File: src/hw/rtl/tlve_pkg.sv
// Shared types and constants for the TLV record value extractor.
`default_nettype none

package tlve_pkg;

  localparam int unsigned ByteW   = 8;
  localparam int unsigned LimitW  = 16;
  localparam int unsigned RegIdxW = 1;
  localparam int unsigned RegW    = 16;

  // Register indexes of the configuration port
  localparam logic [RegIdxW-1:0] REG_SEARCH_CODE = 1'b0;
  localparam logic [RegIdxW-1:0] REG_COPY_LIMIT  = 1'b1;

  localparam logic [ByteW-1:0]  SEARCH_CODE_RST = 8'd1;
  localparam logic [LimitW-1:0] COPY_LIMIT_RST  = 16'd255;

  typedef enum logic [2:0] {
    PH_CODE      = 3'd0,
    PH_MATCH_LEN = 3'd1,
    PH_OTHER_LEN = 3'd2,
    PH_COPY      = 3'd3,
    PH_SKIP      = 3'd4
  } phase_t;

  typedef enum logic [2:0] {
    OC_SCAN      = 3'd0,
    OC_FOUND     = 3'd1,
    OC_NOT_FOUND = 3'd2,
    OC_BAD       = 3'd3,
    OC_IGNORED   = 3'd4
  } outcome_t;

  typedef struct packed {
    phase_t            phase;
    logic [ByteW-1:0]  rec_left;
    logic [LimitW-1:0] copy_left;
    logic              finished;
  } scan_state_t;

  typedef struct packed {
    logic [ByteW-1:0]  search_code;
    logic [LimitW-1:0] copy_limit;
  } cfg_t;

  typedef struct packed {
    logic [ByteW-1:0] value_byte;
    logic             value_valid;
    outcome_t         outcome;
  } result_t;

endpackage

`default_nettype wire

File: src/hw/rtl/tlve_if.sv
// Valid/ready channel interfaces for buffer bytes and extracted results.
`default_nettype none

interface tlve_byte_if;
  logic       valid;
  logic       ready;
  logic [7:0] buffer_byte;
  logic       buffer_end;

  modport source (output valid, output buffer_byte, output buffer_end, input ready);
  modport sink   (input valid, input buffer_byte, input buffer_end, output ready);
endinterface

interface tlve_result_if;
  logic       valid;
  logic       ready;
  logic [7:0] value_byte;
  logic       value_valid;
  logic [2:0] outcome;

  modport source (output valid, output value_byte, output value_valid, output outcome,
                  input ready);
  modport sink   (input valid, input value_byte, input value_valid, input outcome,
                  output ready);
endinterface

`default_nettype wire

File: src/hw/rtl/tlve_cfg_regs.sv
// Configuration registers: search code and copy limit.
`default_nettype none

module tlve_cfg_regs
  import tlve_pkg::*;
(
  input  wire logic               clk,
  input  wire logic               rst,
  input  wire logic               wr_en,
  input  wire logic [RegIdxW-1:0] wr_index,
  input  wire logic [RegW-1:0]    wr_data,
  output cfg_t                    cfg
);

  // Decode writes by register index
  always_ff @(posedge clk) begin
    if (rst) begin
      cfg.search_code <= SEARCH_CODE_RST;
      cfg.copy_limit  <= COPY_LIMIT_RST;
    end else if (wr_en) begin
      case (wr_index)
        REG_SEARCH_CODE: cfg.search_code <= wr_data[ByteW-1:0];
        REG_COPY_LIMIT:  cfg.copy_limit  <= wr_data[LimitW-1:0];
        default: ;
      endcase
    end
  end

endmodule

`default_nettype wire

File: src/hw/rtl/tlve_step.sv
// Per-byte scan logic: next scan state and the result for one buffer byte.
`default_nettype none

module tlve_step
  import tlve_pkg::*;
(
  input  wire cfg_t        cfg,
  input  wire scan_state_t state,
  input  wire logic [ByteW-1:0] buffer_byte,
  input  wire logic        buffer_end,
  output scan_state_t      state_next,
  output result_t          result
);

  scan_state_t      st;
  outcome_t         oc;
  logic [ByteW-1:0] vb;
  logic             vv;

  always_comb begin
    st = state;
    oc = OC_SCAN;
    vb = '0;
    vv = 1'b0;

    if (state.finished) begin
      oc = OC_IGNORED;
    end else begin
      case (state.phase)
        PH_CODE: begin
          if (cfg.search_code == '0) begin
            oc = OC_BAD;
          end else if (buffer_byte == '0) begin
            oc = OC_NOT_FOUND;
          end else begin
            st.phase = (buffer_byte == cfg.search_code) ? PH_MATCH_LEN : PH_OTHER_LEN;
          end
        end
        PH_MATCH_LEN: begin
          if (buffer_byte == '0) begin
            oc = OC_FOUND;
          end else begin
            st.rec_left  = buffer_byte;
            st.copy_left = cfg.copy_limit;
            st.phase     = PH_COPY;
          end
        end
        PH_OTHER_LEN: begin
          if (buffer_byte == '0) begin
            st.phase = PH_CODE;
          end else begin
            st.rec_left = buffer_byte;
            st.phase    = PH_SKIP;
          end
        end
        PH_COPY: begin
          // Hand out the byte while both counts allow it
          if (state.copy_left != '0 && state.rec_left != '0) begin
            vb           = buffer_byte;
            vv           = 1'b1;
            st.copy_left = state.copy_left - 1'b1;
            st.rec_left  = state.rec_left - 1'b1;
            if (state.copy_left == LimitW'(1)) begin
              oc = OC_FOUND;
            end
          end else begin
            oc = OC_FOUND;
          end
        end
        PH_SKIP: begin
          if (state.rec_left != '0) begin
            st.rec_left = state.rec_left - 1'b1;
          end
          if (state.rec_left <= ByteW'(1)) begin
            st.phase = PH_CODE;
          end
        end
        default: begin
          st.phase = PH_CODE;
        end
      endcase
      if (oc != OC_SCAN) begin
        st.finished = 1'b1;
      end
    end

    // Rearm on the last byte of the buffer
    if (buffer_end) begin
      if (oc == OC_SCAN) begin
        oc = OC_NOT_FOUND;
      end
      st.phase     = PH_CODE;
      st.rec_left  = '0;
      st.copy_left = cfg.copy_limit;
      st.finished  = 1'b0;
    end

    state_next         = st;
    result.value_byte  = vb;
    result.value_valid = vv;
    result.outcome     = oc;
  end

endmodule

`default_nettype wire

File: src/hw/rtl/tlv_record_value_extractor_top.sv
// Top level of the TLV record value extractor: input register, scan state, result register.
// Path: a byte accepted into the input register moves into the result register, which
//   presents its result; a full result register that is not drained holds the byte back.
// Throughput: one buffer byte per cycle unless results.ready stalls; scan state updates as
//   a byte moves from input to result register, so consecutive bytes follow back to back.
// Reset (rst, synchronous): both registers empty, scan state at expect-code, search
//   code 1, copy limit 255.
`default_nettype none

module tlv_record_value_extractor_top
  import tlve_pkg::*;
(
  input  wire logic               clk,
  input  wire logic               rst,
  input  wire logic               wr_en,
  input  wire logic [RegIdxW-1:0] wr_index,
  input  wire logic [RegW-1:0]    wr_data,
  tlve_byte_if.sink               bytes,
  tlve_result_if.source           results
);

  cfg_t             cfg;
  scan_state_t      state;
  scan_state_t      state_next;
  result_t          step_result;

  logic             in_valid;
  logic [ByteW-1:0] in_byte;
  logic             in_end;

  logic             res_valid;
  result_t          res;

  logic             res_free;
  logic             advance;

  tlve_cfg_regs u_cfg (
    .clk      (clk),
    .rst      (rst),
    .wr_en    (wr_en),
    .wr_index (wr_index),
    .wr_data  (wr_data),
    .cfg      (cfg)
  );

  tlve_step u_step (
    .cfg         (cfg),
    .state       (state),
    .buffer_byte (in_byte),
    .buffer_end  (in_end),
    .state_next  (state_next),
    .result      (step_result)
  );

  // Move the held byte on when the result register is empty or being drained
  assign res_free    = !res_valid || results.ready;
  assign advance     = in_valid && res_free;
  assign bytes.ready = !in_valid || res_free;

  // Input register
  always_ff @(posedge clk) begin
    if (rst) begin
      in_valid <= 1'b0;
    end else if (bytes.ready) begin
      in_valid <= bytes.valid;
    end
  end

  always_ff @(posedge clk) begin
    if (bytes.ready && bytes.valid) begin
      in_byte <= bytes.buffer_byte;
      in_end  <= bytes.buffer_end;
    end
  end

  // Scan state, updated once per byte
  always_ff @(posedge clk) begin
    if (rst) begin
      state.phase     <= PH_CODE;
      state.rec_left  <= '0;
      state.copy_left <= COPY_LIMIT_RST;
      state.finished  <= 1'b0;
    end else if (advance) begin
      state <= state_next;
    end
  end

  // Result register
  always_ff @(posedge clk) begin
    if (rst) begin
      res_valid <= 1'b0;
    end else if (res_free) begin
      res_valid <= in_valid;
    end
  end

  always_ff @(posedge clk) begin
    if (advance) begin
      res <= step_result;
    end
  end

  assign results.valid       = res_valid;
  assign results.value_byte  = res.value_byte;
  assign results.value_valid = res.value_valid;
  assign results.outcome     = res.outcome;

  // Checks on the scan logic
  a_ignored_no_value: assert property (@(posedge clk) disable iff (rst)
    res_valid && res.outcome == OC_IGNORED |-> !res.value_valid)
    else $error("ignored byte carries a value");

  a_value_outcome: assert property (@(posedge clk) disable iff (rst)
    res_valid && res.value_valid |->
      res.outcome == OC_SCAN || res.outcome == OC_FOUND || res.outcome == OC_NOT_FOUND)
    else $error("value byte with impossible outcome");

  a_rearm_on_end: assert property (@(posedge clk) disable iff (rst)
    advance && in_end |=> state.phase == PH_CODE && !state.finished && state.rec_left == '0)
    else $error("scan state not rearmed after buffer end");

  a_hold_when_blocked: assert property (@(posedge clk) disable iff (rst)
    in_valid && !res_free |=> in_valid && $stable(in_byte) && $stable(in_end)
      && $stable(state))
    else $error("held byte or scan state changed while blocked");

  a_finished_reports: assert property (@(posedge clk) disable iff (rst)
    advance && !state.finished && state_next.finished |-> step_result.outcome != OC_SCAN)
    else $error("search finished without a final outcome");

endmodule

`default_nettype wire
File: src/flat_wrapper.sv
// flat-port wrapper written by rule: the top's interface ports become plain ports
module tlv_record_value_extractor_top_flat import tlve_pkg::*;
  (clk, rst, wr_en, wr_index, wr_data, bytes_valid, bytes_buffer_byte, bytes_buffer_end, bytes_ready, results_valid, results_value_byte, results_value_valid, results_outcome, results_ready);
  tlve_byte_if bytes_i ();
  tlve_result_if results_i ();
  input  wire logic clk;
  input  wire logic rst;
  input  wire logic wr_en;
  input  wire logic [RegIdxW-1:0] wr_index;
  input  wire logic [RegW-1:0] wr_data;
  input wire logic [$bits(bytes_i.valid)-1:0] bytes_valid;
  input wire logic [$bits(bytes_i.buffer_byte)-1:0] bytes_buffer_byte;
  input wire logic [$bits(bytes_i.buffer_end)-1:0] bytes_buffer_end;
  output wire logic [$bits(bytes_i.ready)-1:0] bytes_ready;
  output wire logic [$bits(results_i.valid)-1:0] results_valid;
  output wire logic [$bits(results_i.value_byte)-1:0] results_value_byte;
  output wire logic [$bits(results_i.value_valid)-1:0] results_value_valid;
  output wire logic [$bits(results_i.outcome)-1:0] results_outcome;
  input wire logic [$bits(results_i.ready)-1:0] results_ready;
  assign bytes_i.valid = bytes_valid;
  assign bytes_i.buffer_byte = bytes_buffer_byte;
  assign bytes_i.buffer_end = bytes_buffer_end;
  assign bytes_ready = bytes_i.ready;
  assign results_valid = results_i.valid;
  assign results_value_byte = results_i.value_byte;
  assign results_value_valid = results_i.value_valid;
  assign results_outcome = results_i.outcome;
  assign results_i.ready = results_ready;
  tlv_record_value_extractor_top u_core (.clk(clk), .rst(rst), .wr_en(wr_en), .wr_index(wr_index), .wr_data(wr_data), .bytes(bytes_i), .results(results_i));
endmodule
File: config.mk
export PLATFORM = sky130hd
export DESIGN_NAME = tlv_record_value_extractor_top_flat
export DESIGN_NICKNAME = d
export VERILOG_FILES = /design/src/hw/rtl/tlve_pkg.sv /design/src/hw/rtl/tlve_if.sv /design/src/hw/rtl/tlve_cfg_regs.sv /design/src/hw/rtl/tlve_step.sv /design/src/hw/rtl/tlv_record_value_extractor_top.sv /design/src/flat_wrapper.sv
export SDC_FILE = /design/constraint.sdc
export NUM_CORES = 1
export LEC_CHECK = 0
export BUFFER_PORTS_ARGS = -buffer_cell sky130_fd_sc_hd__buf_2
export CAP_MARGIN = 40
export CORE_UTILIZATION = 40
export CTS_CLUSTER_DIAMETER = 30
export DETAILED_ROUTE_END_ITERATION = 10
export PLACE_DENSITY = 0.6
export SLEW_MARGIN = 10
export SYNTH_ARGS = -nofsm -noshare
export SYNTH_HDL_FRONTEND = slang
export SYNTH_HIERARCHICAL = 1
export SYNTH_SLANG_ARGS = --single-unit
File: constraint.sdc
create_clock -name clk -period 6.82 [get_ports clk]
set_clock_uncertainty 0.1 [all_clocks]
set_input_delay 1.023 -clock clk [delete_from_list [all_inputs] [get_ports clk]]
set_output_delay 1.023 -clock clk [all_outputs]
set_load 0.01 [all_outputs]
# Yosys cells after proc, flatten, opt, wreduce, memory -nomap -nowiden
# Index checks and enable logic that the tools add are counted.
# word_totals
inputBits,31
regBits,75
output_inout_bits,14
word_cells,83
# classes
addsub,2
n_bitwise,3
mux,26
magnitude_cmp,1
eq_ne,15
reduce_logical,23
# op_table
cell,count
28-bit two-way mux,2
16-bit case mux with 2 select lines,1
8-bit case mux with 4 select lines,1
27-bit two-way mux,1
3-bit two-way mux,9
24-bit two-way mux,1
"3-bit by 2-bit != test with 1-bit output, second input constant",7
"16-bit by 1-bit == test with 1-bit output, second input constant",1
8-bit zero test,2
8-bit two-way mux,2
16-bit nonzero test,1
"16-bit by 1-bit subtractor with 16-bit output, second input constant",1
3-bit case mux with 5 select lines,1
7-bit AND reduction,2
3-bit case mux with 3 select lines,1
8-bit == test,1
"8-bit by 1-bit <= comparator with 1-bit output, second input constant",1
8-bit nonzero test,1
"8-bit by 1-bit subtractor with 8-bit output, second input constant",1
"3-bit by 2-bit == test with 1-bit output, second input constant",2
3-bit zero test,2
3-bit nonzero test,2
1-bit two-way mux,5
5-bit AND reduction,1
other kinds (13),21

# Longest topological paths before layout
# depth
word_depth,9
depth_mapped,12
mapped_depth_nobuf,9

# Hierarchy
# Netlist, hierarchy kept.
# modules_own_cells
module,seq_area_each_um2,cells_per_inst,instances,area_each_um2
tlv_record_value_extractor_top,1231.2,152,1,1934.4
tlve_step,0.0,259,1,1680.4
tlve_cfg_regs,480.5,100,1,1052.3

# Least setup slack after synthesis
# No wires, ideal clock.
# synth_timing
kind,input to output
start,in results_ready
end,out bytes_ready
setup_slack_ns,4.418
stages,2
path_buffers,0
required_ns,5.697
t_arrival_ns,1.279
path_cell_list,nor2b_4 nand2_1
# synth_between
elab_chain_cells,2
# synth_lines
element,line_no,source
start: declaration,flat_wrapper.sv:19,input wire logic [$bits(results_i.ready)-1:0] results_ready;
1-bit logical OR,tlv_record_value_extractor_top.sv:56,assign res_free = !res_valid || results.ready;
1-bit logical OR,tlv_record_value_extractor_top.sv:58,assign bytes.ready = !in_valid || res_free;
end: declaration,flat_wrapper.sv:14,output wire logic [$bits(bytes_i.ready)-1:0] bytes_ready;
# No other way between the ends.

==> flow_summary_export.csv <==
group,metric,value,unit
run_status,status,"complete, no violations",
placement,hpwl,8008,um
route,drt-total-wl,11570,um
setup_path,ff2ff_setup_slack,3.87,ns
setup_path,endpoint,"u_core/state[7]$_SDFFE_PP1P_",
final_layout,synthToLayoutAreaGrowth,10.80,%
setup_path,worstPathArrival,3.06,ns
setup_path,rr_worst_depth,9,
die,start_util,0.4105,
synth,synthTopCellsByArea,"dfxtp_1 23%, edfxtp_1 14%, mux2i_1 7.7%",
die,io_pins,45,
clock_tree,cts_max_path_buffers,2,
global_route,grt_start_max_net_pins,91,
power,p_per_area,213.7,mW/mm^2
setup_path,crit_start,"u_core/state[2]$_SDFFE_PP1P_",
sta,hold_violations,0,
clock_tree,clock_latency,0.34,ns
setup_path,path_class,"flop to flop",
global_route,grt_pass1_wl,18930,um
die,die-area,0.01210,sq mm
synth,yosys_warnings,6,
sta,finalCritPeriodShare,0.4329,
synth,synth_cell_types,69,
global_route,grt_pass1_vias,3733,
sta,drv_slew,0,
worst_hold_path,min_path_type,"flop to flop",
clock_tree,post_cts_buffers,0,
sta,rsz0062_at_grt,"false",
final_layout,antenna_cells,0,
synth,synth_largest_area_cell,"dfxtp_1",
sta,fin_crit,2.952,ns
clock_tree,clock-root-buffer,"clkbuf_16",
setup_path,crit_path_start_kind,"flop",
synth,yosysSeqAreaShare,0.3668,
global_route,antenna_found_initial,0,
power,p_leak,1.912,nW
die,fp-row-count,39,
setup_path,r2r_start,"u_core/state[2]$_SDFFE_PP1P_",
setup_path,r2r_end,"u_core/state[7]$_SDFFE_PP1P_",
clock_tree,htreeDepth,3,
placement,port-buffer-count,44,
route,wire_per_inst,17.07,um
synth,mappedNetlistNets,546,
synth,async_reset_ff_frac,0,
sta,fin_tns_setup,0,ns
clock_tree,ctsResizeCount,0,
sta,setup_viol,0,
route,dr_total_vias,4023,
sta,slew_headroom,0.3998,
route,viasPerCell,5.934,
synth,synth_ff_type,"dfxtp_1",
setup_path,worstPathRequired,6.93,ns
placement,place_area,0.004851,sq mm
setup_path,cp_max_fo,13,
route,drt_iter0_drc,313,
synth,synth_edf_count,21,
placement,gp_congestion,1.031,
job,drv_cap,0,
setup_path,cpMostUsedCell,"nand4_1",
power,ir_drop,0.2238,mV
setup_path,critical_path.max_stage_delay,0.62,ns
clock_tree,cts_hold_buf,0,
die,fp.dieH,110.0,um
clock_tree,cts_buffers,9,
synth,avgSynthCellArea,9.133,sq um
sta,tightest_slew,0.8970,ns
global_route,track_usage,0.2073,
synth,synthCells,511,
final_layout,drive_above_1_share,0.1589,
clock_tree,cts.sinks,75,
global_route,overflow,0,
sta,max_freq,338.7,MHz
final_layout,nets,565,
sta,timing.hold.ws,0.3726,ns
setup_path,end_kind,"flop",
die,fp.dieW,110.0,um
synth,syn_area,0.004667,sq mm
synth,synth_top_area_share,0.2316,
die,coreArea,0.01137,sq mm
final_layout,design_area,0.005171,sq mm
setup_path,cp_cell_sequence,"inv_1, ha_1, nor3b_1, nand4_1, and3_1, nand4_1, nand3_1, nor2_1, mux2i_1",
synth,synth_seq_cells,75,
worst_hold_path,holdPathStages,1,
placement,dp_cells,662,
final_layout,instances_no_fill,678,
route,final_antenna_net_count,0,
setup_path,slowest_stage,"nand4_1",
clock_tree,cts_tree,"built",
route,first_pass_iters,5,
clock_tree,clk_pin_slew,0.06,ns
route,drcViolationCount,0,
-- Yosys cell counts (11+ instances only) --
master	n
a21oi_1	19
clkbuf_1	18
dfxtp_1	54
edfxtp_1	21
inv_1	11
mux2i_1	36
nand2_1	19
nand2b_1	50
nand3_1	19
nor2_1	36
nor3_1	13
nor4_1	14
o21ai_0	16
o21ai_1	12
-- per-layer routing --
layer  part of all wire  track usage  vias up
met4              0.029      0.08762        0
li1                   -            -     1941
met2               0.46       0.3313      166
met1               0.46       0.2623     1890
met3              0.055      0.05585       26
met5                  0            0        -
-- report_power, final --
group          switching (mW)  total (mW)  leakage (nW)  internal (mW)
clock                   0.185       0.506         0.145          0.321
sequential             0.0199       0.496         0.646          0.476
combinational          0.0566       0.103          1.12         0.0464
-- cell type report --
cell class,count,area [sq um]
multi-input cells,385,2665
inverters,11,41.29
fillers,1110,6198
clock buffers,10,229.0
flip-flops and latches,75,1712
repair buffers,48,254.0
clock inverters,6,91.34
well taps,143,178.9
-- through the flow --
step | worst slack (ns) | power, mW | util
floorplan | 4.418 | 0.5797 | -
global placement | 3.855 | 0.6046 | 0.4250
detailed placement | 3.899 | 0.6077 | 0.4267
global route | 3.571 | 1.153 | 0.4548
finish | 3.868 | 1.105 | 0.4548
CTS | 3.897 | 1.119 | 0.4548
-- state kept, by name (all words and copies together), names as in the netlist --
register                    cells
u_core/state                   28
u_core/u_cfg/cfg               24
u_core/in_byte                  8
u_core/results.value_byte       8
u_core/results.outcome          3
u_core/in_end                   1
u_core/in_valid                 1
u_core/results.valid            1
u_core/results.value_valid      1
-- how the worst min path moves through the flow --
stage / slack (ns) / end / from
final: 0.37 / u_core/u_cfg/cfg[1]$_SDFFE_PP1P_ / u_core/u_cfg/cfg[1]$_SDFFE_PP1P_
after global routing: 0.39 / u_core/u_cfg/cfg[3]$_SDFFE_PP1P_ / u_core/u_cfg/cfg[3]$_SDFFE_PP1P_
after CTS: 0.38 / u_core/u_cfg/cfg[1]$_SDFFE_PP1P_ / u_core/u_cfg/cfg[1]$_SDFFE_PP1P_
after detailed placement: 0.36 / u_core/u_cfg/cfg[1]$_SDFFE_PP1P_ / u_core/u_cfg/cfg[1]$_SDFFE_PP1P_
after global placement: 0.37 / u_core/u_cfg/cfg[3]$_SDFFE_PP1P_ / u_core/u_cfg/cfg[3]$_SDFFE_PP1P_
after floorplan: 0.34 / u_core/u_cfg/cfg[7]$_SDFFE_PP1P_ / u_core/u_cfg/cfg[7]$_SDFFE_PP1P_
-- cells by family after synthesis --
family	synth area share
adders and majority gates	0.01072
and+or+nand+nor	0.2788
AOI/OAI and AO/OA	0.1837
muxes	0.07721
xor gates and xnor gates	0.02065
buffers and inverters	0.06220
DFF	0.3668
-- placed cells by master, fill, tap and decap left out, types with 8 or more instances in the layout --
cell        n
a211o_1     8
a21oi_1    19
a221o_1     8
a22oi_1     9
and2_1      8
and3_1     10
buf_2      44
clkbuf_16   9
dfxtp_1    54
edfxtp_1   21
inv_1      11
mux2i_1    36
nand2_1    19
nand2b_1   50
nand3_1    19
nor2_1     36
nor3_1     13
nor4_1     14
o21ai_0    16
o21ai_1    12
xor2_1      9
-- critical path: cells and delay by family (launching register included) --
| kind | cells | cell delay (ns) |
|---|---|---|
| flops | 1 | 0.36 |
| buf+inv | 1 | 0.10 |
| simple gates | 6 | 2.01 |
| fa+ha+maj | 1 | 0.16 |
| mux | 1 | 0.08 |
(Power assumes the default switching activity.)
